===== src/sv/mrnp_pkg.sv =====
// Package for the multi-radix number text parser.
// Holds field widths, limits, character and status codes, phase and start types.
// No dependencies.
package mrnp_pkg;

	localparam int unsigned CHAR_W   = 8;
	localparam int unsigned VALUE_W  = 32;
	localparam int unsigned STATUS_W = 2;

	typedef logic [CHAR_W-1:0]   char_t;
	typedef logic [VALUE_W-1:0]  value_t;
	typedef logic [STATUS_W-1:0] status_t;

	localparam status_t ST_OK   = 2'd0;
	localparam status_t ST_NONE = 2'd1;
	localparam status_t ST_OVF  = 2'd2;

	localparam value_t OVF_VALUE = 32'h00ff_ffff;
	localparam value_t DEC_LIMIT = 32'd429496729;

	localparam char_t CH_NUL   = 8'h00;
	localparam char_t CH_SPACE = 8'h20;
	localparam char_t CH_0     = 8'h30;
	localparam char_t CH_1     = 8'h31;
	localparam char_t CH_5     = 8'h35;
	localparam char_t CH_7     = 8'h37;
	localparam char_t CH_9     = 8'h39;
	localparam char_t CH_UA    = 8'h41;
	localparam char_t CH_UB    = 8'h42;
	localparam char_t CH_UF    = 8'h46;
	localparam char_t CH_UX    = 8'h58;
	localparam char_t CH_LA    = 8'h61;
	localparam char_t CH_LB    = 8'h62;
	localparam char_t CH_LF    = 8'h66;
	localparam char_t CH_LX    = 8'h78;

	// Scan phase, one-hot
	typedef enum logic [8:0] {
		PH_SKIP      = 9'b0_0000_0001,
		PH_ZERO      = 9'b0_0000_0010,
		PH_HEX_FIRST = 9'b0_0000_0100,
		PH_HEX       = 9'b0_0000_1000,
		PH_OCT       = 9'b0_0001_0000,
		PH_BIN_FIRST = 9'b0_0010_0000,
		PH_BIN       = 9'b0_0100_0000,
		PH_DEC       = 9'b0_1000_0000,
		PH_HALT      = 9'b1_0000_0000
	} phase_t;

	// Outcome of starting a new scan on a byte
	typedef enum logic [2:0] {
		START_GO   = 3'b001,
		START_END  = 3'b010,
		START_FAIL = 3'b100
	} start_t;

endpackage


===== src/sv/mrnp_if.sv =====
// Valid/ready channel interfaces of the multi-radix number text parser.
// Depends on mrnp_pkg for the payload types.
interface mrnp_in_if;
	logic           valid;
	logic           ready;
	mrnp_pkg::char_t char_in;

	modport source (output valid, output char_in, input ready);
	modport sink   (input valid, input char_in, output ready);
endinterface

interface mrnp_out_if;
	logic              valid;
	logic              ready;
	mrnp_pkg::value_t  value;
	mrnp_pkg::status_t status;
	logic              end_of_scan;

	modport source (output valid, output value, output status, output end_of_scan, input ready);
	modport sink   (input valid, input value, input status, input end_of_scan, output ready);
endinterface


===== src/sv/multi_radix_number_text_parser.sv =====
// Multi-radix number text parser, top level.
// Depends on mrnp_pkg and the channel interfaces in mrnp_if.sv.
//
// Takes one text byte per item and reports unsigned 32-bit numbers found in it
// (decimal, 0x hex, leading-0 octal, b binary), at most one result per byte.
// Throughput is one byte per clock: each byte is registered, then a single pass
// of phase update and shift-add (the decimal times-ten add sets the path) writes
// the phase, the accumulator and the output register. The output register lets
// the next byte in while no result waits or the waiting one is taken in the same
// cycle; a stalled result holds back input as soon as a byte sits in the input
// register.
module multi_radix_number_text_parser (
	input  logic          clk,
	input  logic          arst_n,
	mrnp_in_if.sink       in_ch,
	mrnp_out_if.source    out_ch
);
	import mrnp_pkg::*;

	logic    valid_s1;
	char_t   char_s1;
	phase_t  phase_q, phase_d;
	value_t  acc_q, acc_d;
	logic    out_valid_q;
	value_t  out_value_q;
	status_t out_status_q;
	logic    out_eos_q;
	logic    advance;

	logic    emit;
	value_t  emit_value;
	status_t emit_status;
	logic    emit_eos;

	phase_t  start_phase;
	value_t  start_acc;
	start_t  start_kind;

	logic        is_dec, is_oct, is_bin, is_hex, is_x, is_b;
	logic [3:0]  digit;
	value_t      dec_next;

	assign advance      = valid_s1 && (!out_valid_q || out_ch.ready);
	assign in_ch.ready  = !valid_s1 || advance;

	always_ff @(posedge clk or negedge arst_n) begin
		if (!arst_n) begin
			valid_s1 <= 1'b0;
		end else if (in_ch.ready) begin
			valid_s1 <= in_ch.valid;
		end
	end

	always_ff @(posedge clk) begin
		if (in_ch.valid && in_ch.ready) begin
			char_s1 <= in_ch.char_in;
		end
	end

	// Character classes
	always_comb begin
		is_dec = (char_s1 >= CH_0) && (char_s1 <= CH_9);
		is_oct = (char_s1 >= CH_0) && (char_s1 <= CH_7);
		is_bin = (char_s1 == CH_0) || (char_s1 == CH_1);
		is_hex = is_dec || ((char_s1 >= CH_UA) && (char_s1 <= CH_UF))
			|| ((char_s1 >= CH_LA) && (char_s1 <= CH_LF));
		is_x   = (char_s1 == CH_LX) || (char_s1 == CH_UX);
		is_b   = (char_s1 == CH_LB) || (char_s1 == CH_UB);
		// letters A-F and a-f have their low nibble at 1..6
		digit  = is_dec ? char_s1[3:0] : char_s1[3:0] + 4'd9;
		dec_next = {acc_q[VALUE_W-4:0], 3'b000} + {acc_q[VALUE_W-2:0], 1'b0}
			+ {{(VALUE_W-4){1'b0}}, digit};
	end

	// Outcome of letting the current byte start a new scan
	always_comb begin
		start_acc = '0;
		priority if (char_s1 == CH_NUL) begin
			start_phase = PH_SKIP;
			start_kind  = START_END;
		end else if (char_s1 <= CH_SPACE) begin
			start_phase = PH_SKIP;
			start_kind  = START_GO;
		end else if (char_s1 == CH_0) begin
			start_phase = PH_ZERO;
			start_kind  = START_GO;
		end else if (is_b) begin
			start_phase = PH_BIN_FIRST;
			start_kind  = START_GO;
		end else if (is_dec) begin
			start_phase = PH_DEC;
			start_acc   = {{(VALUE_W-4){1'b0}}, digit};
			start_kind  = START_GO;
		end else begin
			start_phase = PH_HALT;
			start_kind  = START_FAIL;
		end
	end

	always_comb begin
		phase_d     = phase_q;
		acc_d       = acc_q;
		emit        = 1'b0;
		emit_value  = '0;
		emit_status = ST_OK;
		emit_eos    = 1'b0;
		unique case (phase_q)
			PH_ZERO: begin
				if (is_x) begin
					phase_d = PH_HEX_FIRST;
					acc_d   = '0;
				end else if (is_oct) begin
					phase_d = PH_OCT;
					acc_d   = {{(VALUE_W-4){1'b0}}, digit};
				end else begin
					phase_d    = start_phase;
					acc_d      = start_acc;
					emit       = 1'b1;
					emit_value = '0;
					emit_eos   = (start_kind != START_GO);
				end
			end
			PH_HEX_FIRST, PH_HEX: begin
				if (is_hex) begin
					if (acc_q[VALUE_W-1 -: 4] != 4'd0) begin
						phase_d     = PH_HALT;
						acc_d       = '0;
						emit        = 1'b1;
						emit_value  = OVF_VALUE;
						emit_status = ST_OVF;
						emit_eos    = 1'b1;
					end else begin
						phase_d = PH_HEX;
						acc_d   = {acc_q[VALUE_W-5:0], digit};
					end
				end else if (phase_q == PH_HEX_FIRST) begin
					phase_d     = (char_s1 == CH_NUL) ? PH_SKIP : PH_HALT;
					acc_d       = '0;
					emit        = 1'b1;
					emit_status = ST_NONE;
					emit_eos    = 1'b1;
				end else begin
					phase_d    = start_phase;
					acc_d      = start_acc;
					emit       = 1'b1;
					emit_value = acc_q;
					emit_eos   = (start_kind != START_GO);
				end
			end
			PH_OCT: begin
				if (is_oct) begin
					if (acc_q[VALUE_W-1 -: 3] != 3'd0) begin
						phase_d     = PH_HALT;
						acc_d       = '0;
						emit        = 1'b1;
						emit_value  = OVF_VALUE;
						emit_status = ST_OVF;
						emit_eos    = 1'b1;
					end else begin
						acc_d = {acc_q[VALUE_W-4:0], digit[2:0]};
					end
				end else begin
					phase_d    = start_phase;
					acc_d      = start_acc;
					emit       = 1'b1;
					emit_value = acc_q;
					emit_eos   = (start_kind != START_GO);
				end
			end
			PH_BIN_FIRST, PH_BIN: begin
				if (is_bin) begin
					if (acc_q[VALUE_W-1]) begin
						phase_d     = PH_HALT;
						acc_d       = '0;
						emit        = 1'b1;
						emit_value  = OVF_VALUE;
						emit_status = ST_OVF;
						emit_eos    = 1'b1;
					end else begin
						phase_d = PH_BIN;
						acc_d   = {acc_q[VALUE_W-2:0], digit[0]};
					end
				end else if (phase_q == PH_BIN_FIRST) begin
					phase_d     = (char_s1 == CH_NUL) ? PH_SKIP : PH_HALT;
					acc_d       = '0;
					emit        = 1'b1;
					emit_status = ST_NONE;
					emit_eos    = 1'b1;
				end else begin
					phase_d    = start_phase;
					acc_d      = start_acc;
					emit       = 1'b1;
					emit_value = acc_q;
					emit_eos   = (start_kind != START_GO);
				end
			end
			PH_DEC: begin
				if (is_dec) begin
					if ((acc_q > DEC_LIMIT) || ((acc_q == DEC_LIMIT) && (char_s1 > CH_5))) begin
						phase_d     = PH_HALT;
						acc_d       = '0;
						emit        = 1'b1;
						emit_value  = OVF_VALUE;
						emit_status = ST_OVF;
						emit_eos    = 1'b1;
					end else begin
						acc_d = dec_next;
					end
				end else begin
					phase_d    = start_phase;
					acc_d      = start_acc;
					emit       = 1'b1;
					emit_value = acc_q;
					emit_eos   = (start_kind != START_GO);
				end
			end
			PH_HALT: begin
				// drop everything until the string ends
				if (char_s1 == CH_NUL) begin
					phase_d = PH_SKIP;
					acc_d   = '0;
				end
			end
			default: begin
				phase_d = start_phase;
				acc_d   = start_acc;
				if (start_kind != START_GO) begin
					emit        = 1'b1;
					emit_status = ST_NONE;
					emit_eos    = 1'b1;
				end
			end
		endcase
	end

	always_ff @(posedge clk or negedge arst_n) begin
		if (!arst_n) begin
			phase_q     <= PH_SKIP;
			acc_q       <= '0;
			out_valid_q <= 1'b0;
		end else begin
			out_valid_q <= (advance && emit) || (out_valid_q && !out_ch.ready);
			if (advance) begin
				phase_q <= phase_d;
				acc_q   <= acc_d;
			end
		end
	end

	always_ff @(posedge clk) begin
		if (advance && emit) begin
			out_value_q  <= emit_value;
			out_status_q <= emit_status;
			out_eos_q    <= emit_eos;
		end
	end

	assign out_ch.valid       = out_valid_q;
	assign out_ch.value       = out_value_q;
	assign out_ch.status      = out_status_q;
	assign out_ch.end_of_scan = out_eos_q;

endmodule


===== src/flat_wrapper.sv =====
// flat-port wrapper written by rule: the top's interface ports become plain ports
module multi_radix_number_text_parser_flat import mrnp_pkg::*;
  (clk, arst_n, in_ch_valid, in_ch_char_in, in_ch_ready, out_ch_valid, out_ch_value, out_ch_status, out_ch_end_of_scan, out_ch_ready);
  mrnp_in_if in_ch_i ();
  mrnp_out_if out_ch_i ();
  input  logic clk;
  input  logic arst_n;
  input wire logic [$bits(in_ch_i.valid)-1:0] in_ch_valid;
  input wire logic [$bits(in_ch_i.char_in)-1:0] in_ch_char_in;
  output wire logic [$bits(in_ch_i.ready)-1:0] in_ch_ready;
  output wire logic [$bits(out_ch_i.valid)-1:0] out_ch_valid;
  output wire logic [$bits(out_ch_i.value)-1:0] out_ch_value;
  output wire logic [$bits(out_ch_i.status)-1:0] out_ch_status;
  output wire logic [$bits(out_ch_i.end_of_scan)-1:0] out_ch_end_of_scan;
  input wire logic [$bits(out_ch_i.ready)-1:0] out_ch_ready;
  assign in_ch_i.valid = in_ch_valid;
  assign in_ch_i.char_in = in_ch_char_in;
  assign in_ch_ready = in_ch_i.ready;
  assign out_ch_valid = out_ch_i.valid;
  assign out_ch_value = out_ch_i.value;
  assign out_ch_status = out_ch_i.status;
  assign out_ch_end_of_scan = out_ch_i.end_of_scan;
  assign out_ch_i.ready = out_ch_ready;
  multi_radix_number_text_parser u_core (.clk(clk), .arst_n(arst_n), .in_ch(in_ch_i), .out_ch(out_ch_i));
endmodule

===== config.mk =====
export PLATFORM = sky130hd
export DESIGN_NAME = multi_radix_number_text_parser_flat
export DESIGN_NICKNAME = d
export VERILOG_FILES = /design/src/sv/mrnp_pkg.sv /design/src/sv/mrnp_if.sv /design/src/sv/multi_radix_number_text_parser.sv /design/src/flat_wrapper.sv
export SDC_FILE = /design/constraint.sdc
export NUM_CORES = 1
export LEC_CHECK = 0
export ABC_AREA = 1
export BUFFER_PORTS_ARGS = -buffer_cell sky130_fd_sc_hd__buf_4
export CELL_PAD_IN_SITES_DETAIL_PLACEMENT = 0
export CELL_PAD_IN_SITES_GLOBAL_PLACEMENT = 1
export CORE_MARGIN = 4
export CORE_UTILIZATION = 35
export DETAILED_ROUTE_END_ITERATION = 10
export HOLD_SLACK_MARGIN = 0.02
export PLACE_DENSITY_LB_ADDON = 0.1
export SKIP_LAST_GASP = 1
export SLEW_MARGIN = 20
export SYNTH_ARGS = -nofsm -noshare
export SYNTH_HDL_FRONTEND = slang
export SYNTH_SLANG_ARGS = --single-unit

===== constraint.sdc =====
create_clock -name clk -period 6.6 [get_ports clk]
set_input_delay 0.99 -clock clk [delete_from_list [all_inputs] [get_ports clk]]
set_output_delay 0.99 -clock clk [all_outputs]
set_load 0.005 [all_outputs]

Word level (Yosys, flattened, before mapping):

Index checks and enable logic that the tools add are counted.

* $add $sub $neg: 3
* $lt $le $gt $ge: 10
* equal/unequal tests: 19
* multiplexer cells: 89
* reduce and logical (&&, ||, !) cells: 29

Operator list (number)
* $mux 32: 23
* $pmux 32 s6: 1
* $mux 9: 19
* $pmux 32 s4: 1
* $mux 24: 4
* $pmux 9 s6: 1
* $add 32x32->32: 1
* $add 32x4->32: 1
* $eq 32x29->1 const B: 1
* $eq 8x7->1 const B: 4
* $gt 32x29->1 const B: 1
* $le 8x6->1 const B: 3
* $mux 1: 22
* $eq 8x6->1 const B: 2
* $ge 8x7->1 const B: 2
* $le 8x7->1 const B: 2
* $mux 2: 8
* $mux 3: 5
* $pmux 1 s6: 2
* $pmux 2 s5: 1
* $eq 9x2->1 const B: 1
* $eq 9x3->1 const B: 1
* $eq 9x4->1 const B: 1
* $eq 9x5->1 const B: 1
* other kinds (20): 42

* flip-flop bits (word level): 86
* bits of input ports: 12
* output and inout port bits: 37
* logic and storage cells: 158

Logic depth before layout (Yosys ltp):

* depth after elaboration: 12
* mapped depth: 24
* gate-level depth less buffers: 23

Worst setup path before layout:

No wires, ideal clock.

* path type: register to register
* start point: register u_core.char_s1[0]
* end point: register u_core.acc_q[18]
* library setup time: 0.117 ns
* arrival time: 3.249 ns
* data required time: 6.483 ns
* path slack: 3.235 ns
* stages on the path, launching flop included: 24
* path buffers: 1
* period minus slack after synthesis: 3.365 ns
* path through: edfxtp_1 inv_1 ha_1 a21oi_1 nand2_2 nand2_4 buf_4 nand2_1 o21ai_0 inv_1 ha_1 ha_1 fa_1 nand3_1 nand3_1 nand2_1 nand2_1 nand3_1 nand2_1 or2_2 nand3_1 nand2_1 nand2_1 nand2_1

* longest elaborated chain between the ends: 7
* elaborated cells on any way between the ends: 42
* those cells by class: add/sub: 2; order compare: 9; eq/ne: 5; mux: 14; reduce/logical: 12

Ends and longest elaborated chain
* from (decl): RTL line multi_radix_number_text_parser.sv:21 `char_t char_s1;`
* from (signal assigned): RTL line multi_radix_number_text_parser.sv:56 `char_s1 <= in_ch.char_in;`
* $ge 8x6->1, or another cell as far along: RTL line multi_radix_number_text_parser.sv:62, multi_radix_number_text_parser.sv:63
* $logic_and 1x1->1 or $mux 32 (tied branches): RTL line multi_radix_number_text_parser.sv:62, multi_radix_number_text_parser.sv:84
* $mux 4 or $mux 32 (tied branches): RTL line multi_radix_number_text_parser.sv:70, multi_radix_number_text_parser.sv:81
* $add 32x4->32 or $mux 32 (tied branches): RTL line multi_radix_number_text_parser.sv:72, multi_radix_number_text_parser.sv:78
* $mux 32 (on tied branches) (2 in series)
* $pmux 32 s6: RTL line multi_radix_number_text_parser.sv:107 `unique case (phase_q)`
* to (signal assigned): RTL line multi_radix_number_text_parser.sv:239 `acc_q <= '0;`
* to (signal assigned): RTL line multi_radix_number_text_parser.sv:245 `acc_q <= acc_d;`
* to (decl): RTL line multi_radix_number_text_parser.sv:23 `value_t acc_q, acc_d;`

Several ways; a longest one is shown, not always the timed one.
A chain may end at the register's enable or synchronous reset.

Worst setup path in the final report:

Same ends and word-level chain as after synthesis.

==> results_dict.tcl <==
set metrics [dict create \
    internal_power_w 0.001162 \
    worst_hold_stages 2 \
    setup_tns_ns 0 \
    synthSimpleGateAreaFrac_pct 34.71 \
    grt_pass1_wl_um 47980 \
    power.share.combinational_pct 27.5 \
    areaGrowthSynthToFinish_pct 10.56 \
    vias 8590 \
    power.switching_w 0.0006117 \
    clock_insertion_delay_worst_skew_ns 0.36 \
    timing.critical_path.cells "inv_1 -> ha_1 -> a21oi_1 -> nand2_2 -> nand2_4 -> a21oi_1 -> fa_1 -> fa_1 -> nand3_1 -> nand3_1 -> nand2_1 -> nand2_1 -> nand3_1 -> nand2_1 -> or2_2 -> nand3_1 -> nand2_1 -> nand2_1 -> nand2_1" \
    switching_share_pct 34.50 \
    path_buf_inv 1 \
    synth_fa_ha_area_share_pct 9.925 \
    cp.required_ns 6.85 \
    p_clk_share_pct 33.0 \
    synth.yosys.warnings 0 \
    gp_congestion 0.8722 \
    critPathCaptureType "flop" \
    placement.io_buffers 48 \
    rsz0062_at_grt "no" \
    worst_slew_pin_slew_ns 1.101 \
    post_cts_hold_buffer_count 0 \
    crit_slowest_cell "sky130_fd_sc_hd__fa_1" \
    yosysSeqAreaShare_pct 27.96 \
    synth_nets 1369 \
    fp-row-count 56 \
    cts_post_setup_buffers_inserted 0 \
    syn_area_mm2 0.008472 \
    start_util_pct 35.88 \
    tritoncts "built" \
    routed_wirelength_um 30450 \
    floorplan.die.height_um 163.6 \
    finalWorstPathRequiredPeriod_ns 3.697 \
    worst-endpoint-arrival_ns 3.95 \
    cellPowerDensity_mw_per_mm2 189.3 \
    synth.area.mux_share_pct 0 \
    final_min_period_over_clock_period_pct 56.02 \
    critPathMaxStageDelay_ns 0.54 \
    fmax_mhz 270.5 \
    timing.critical_path.fanout_max 14 \
    synth_xor_area_share_pct 1.757 \
    grt.total_usage_pct 23.10 \
    antenna_found_initial 0 \
    routed_wire_length_per_instance_um 18.59 \
    footprint_of_the_flip_flops_and_latches_mm2 0.002369 \
    maxCapViolations 0 \
    slew_violations 0 \
    detail-route-antenna-nets 0 \
    reg2reg_depth 19 \
    floorplan.die.width_um 163.6 \
    multi_input_gate_area_mm2 0.005233 \
    drive_above_1_share_pct 9.401 \
    detailedPlace.worstSlack_ns 2.927 \
    synth-compound-area-share_pct 15.34 \
    worstReg2RegStart "u_core.char_s1[0]" \
    numCtsBuffers 9 \
    drt_drc_violations_left 0 \
    status "finished, final reports clean" \
    cts_sinks 86 \
    grt_start_max_net_pins 44 \
    h-tree-depth 3 \
    drt-vias-per-instance 5.244 \
    timing.critical_path.mode_cell "sky130_fd_sc_hd__nand2_1" \
    drt_first_pass_iters 5 \
    clockRootBuffer "sky130_fd_sc_hd__clkbuf_16" \
    cts.repair.resized 0 \
    yosysUniqueCellTypes 40 \
    finalClockSkew_ns 0.01499 \
    design.die.area_mm2 0.02676 \
    report.final.hold_viol_count 0 \
    worst_hold_startpoint "u_core.phase_q[0]" \
    antenna_cells 0 \
    yosys_register_bits 86 \
    power_frac_seq_pct 39.4 \
    num-nets-final 1392 \
    synthesis.instances 1291 \
    regToRegSetupSlack_ns 2.90 \
    relSlewSlack_pct 26.07 \
    place_hpwl_um 23220 \
    path_class "reg -> reg" \
    clk_transition_reported_paths_ns 0.07 \
    first_global_vias 8473 \
    power.static_leakage_nw 4.690 \
    avgSynthCellArea_um2 6.562 \
    crit-reg2reg-capture "u_core.acc_q[18]" \
    drt_iter0_markers 771 \
    core_region_area_mm2 0.02361 \
    endpoint_of_the_worst_hold_timing_path "u_core.phase_q[0]" \
    n_fill_cell 2611 \
    min_path_type "reg -> reg" \
    max_ir_drop_vdd_v 0.0001593 \
    setup_viol 0 \
    boundary_pins 49 \
    clock_path_buffers 2 \
    cp-start-kind "flop" \
    residual_overflow_from_global_routing 0 \
    setup_ws_ns 2.903 \
    dominant_combinational_cell_family_by_area_after_synthesis "simple AND/OR/NAND/NOR gates" \
    cpLargestDelayFamily "simple AND/OR/NAND/NOR gates" \
]
-- kinds of logic (layout without fill, tap and decap cells) --
family,Yosys count,in the layout
buffers and inverters,214,242
xor gates and xnor gates,17,17
DFF,86,86
and+or+nand+nor,684,684
AOI/OAI and AO/OA,224,224
adders and majority gates,66,66
-- metrics by stage --
step	std cells	hold slack [ns]	total power [W]	area, um^2	utilization [%]
after detailed placement	1622	0.4842	0.001199	9036	38.27
after CTS	1638	0.4945	0.001784	9366	39.67
final	1638	0.4950	0.001773	9366	39.67
after global routing	1638	0.5276	0.001857	9366	39.67
after global placement	1622	0.4784	0.001198	9036	38.27
after floorplan	1291	0.4570	0.0009966	8472	-
-- worst reg2reg max path: stages, from the launching register on --
cell	delay, ns
sky130_fd_sc_hd__edfxtp_1	0.46
sky130_fd_sc_hd__inv_1	0.14
sky130_fd_sc_hd__ha_1	0.20
sky130_fd_sc_hd__a21oi_1	0.09
sky130_fd_sc_hd__nand2_2	0.09
sky130_fd_sc_hd__nand2_4	0.12
sky130_fd_sc_hd__a21oi_1	0.32
sky130_fd_sc_hd__fa_1	0.54
sky130_fd_sc_hd__fa_1	0.52
sky130_fd_sc_hd__nand3_1	0.12
sky130_fd_sc_hd__nand3_1	0.14
sky130_fd_sc_hd__nand2_1	0.10
sky130_fd_sc_hd__nand2_1	0.10
sky130_fd_sc_hd__nand3_1	0.09
sky130_fd_sc_hd__nand2_1	0.06
sky130_fd_sc_hd__or2_2	0.26
sky130_fd_sc_hd__nand3_1	0.08
sky130_fd_sc_hd__nand2_1	0.05
sky130_fd_sc_hd__nand2_1	0.05
sky130_fd_sc_hd__nand2_1	0.06
-- power by group through the flow --
stage	clock, W	combinational [W]	sequential (W)
3_3_place_gp	0	0.000489	0.000709
6_report	0.000586	0.000488	0.000699
4_1_cts	0.000594	0.000491	0.000700
2_1_floorplan	0	0.000287	0.000710
5_1_grt	0.000613	0.000538	0.000706
3_5_place_dp	0	0.000489	0.000710
-- cell type report --
class / instances / share of cell area, %
clock buffers: 10 / 2.551
multi-input cells: 991 / 55.86
flip-flops and latches: 86 / 25.29
clock inverters: 6 / 0.9752
inverters: 176 / 7.053
repair buffers: 50 / 4.007
well taps: 319 / 4.261
-- synth_stat cells (all sizes together) --
cell type	count	share of area, %
o221ai	1	0.10
o21bai	5	0.44
xnor2	13	1.3
nand2	413	19
a21oi	64	3.9
edfxtp	43	15
and3	1	0.074
or2	6	0.44
nand3	88	5.5
o2111ai	25	2.6
buf	23	1.8
o32ai	1	0.10
and2	1	0.074
o22ai	28	2.1
nand3b	6	0.53
a22oi	1	0.089
clkbuf	15	0.66
ha	64	9.5
dfrtp	42	12
nor3	8	0.65
fa	2	0.47
nand4	25	1.8
xor2	4	0.41
o211ai	2	0.18
dfstp	1	0.31
nor2	136	6.6
inv	176	7.8
o21ai	97	5.9
-- how the worst max path moves through the flow --
stage / from / to / slack [ns] / cells past startpoint
3_3_place_gp: u_core.char_s1[0] / u_core.acc_q[18] / 2.97 / 19
2_1_floorplan: u_core.char_s1[0] / u_core.acc_q[18] / 3.23 / 23
4_1_cts: u_core.char_s1[0] / u_core.acc_q[18] / 2.90 / 22
6_report: u_core.char_s1[0] / u_core.acc_q[18] / 2.90 / 19
3_5_place_dp: u_core.char_s1[0] / u_core.acc_q[18] / 2.93 / 22
5_1_grt: u_core.char_s1[0] / u_core.acc_q[18] / 2.52 / 22
-- placed cells by master (no fill, tap or decap), types with 7 or more instances in the layout --
| cell | synthesis | final |
|---|---|---|
| sky130_fd_sc_hd__a21oi_1 | 63 | 63 |
| sky130_fd_sc_hd__buf_4 | 4 | 50 |
| sky130_fd_sc_hd__clkbuf_16 | 0 | 9 |
| sky130_fd_sc_hd__dfrtp_1 | 42 | 42 |
| sky130_fd_sc_hd__edfxtp_1 | 43 | 43 |
| sky130_fd_sc_hd__ha_1 | 64 | 64 |
| sky130_fd_sc_hd__inv_1 | 165 | 165 |
| sky130_fd_sc_hd__inv_2 | 11 | 11 |
| sky130_fd_sc_hd__nand2_1 | 397 | 397 |
| sky130_fd_sc_hd__nand2_2 | 13 | 13 |
| sky130_fd_sc_hd__nand3_1 | 83 | 83 |
| sky130_fd_sc_hd__nand4_1 | 25 | 25 |
| sky130_fd_sc_hd__nor2_1 | 125 | 124 |
| sky130_fd_sc_hd__nor2_2 | 6 | 7 |
| sky130_fd_sc_hd__o2111ai_1 | 25 | 25 |
| sky130_fd_sc_hd__o21ai_0 | 81 | 80 |
| sky130_fd_sc_hd__o21ai_1 | 13 | 14 |
| sky130_fd_sc_hd__o22ai_1 | 28 | 28 |
| sky130_fd_sc_hd__xnor2_1 | 13 | 13 |
-- layer usage --
layer  part of all wire [%]  GRT usage [%]  up-vias
met5                      0              0        -
met3                    4.2          2.523       50
met2                     47          38.62      230
met1                     47          31.84     4001
li1                       -              -     4309
met4                    1.9          6.138        0
-- registers in the layout, indices dropped and copies added (netlist names) --
register	flops
u_core.out_ch.status	2
u_core.out_ch.valid	1
u_core.valid_s1	1
u_core.char_s1	8
u_core.acc_q	32
u_core.phase_q	9
u_core.out_ch.end_of_scan	1
u_core.out_ch.value	32
(Power assumes the default switching activity.)
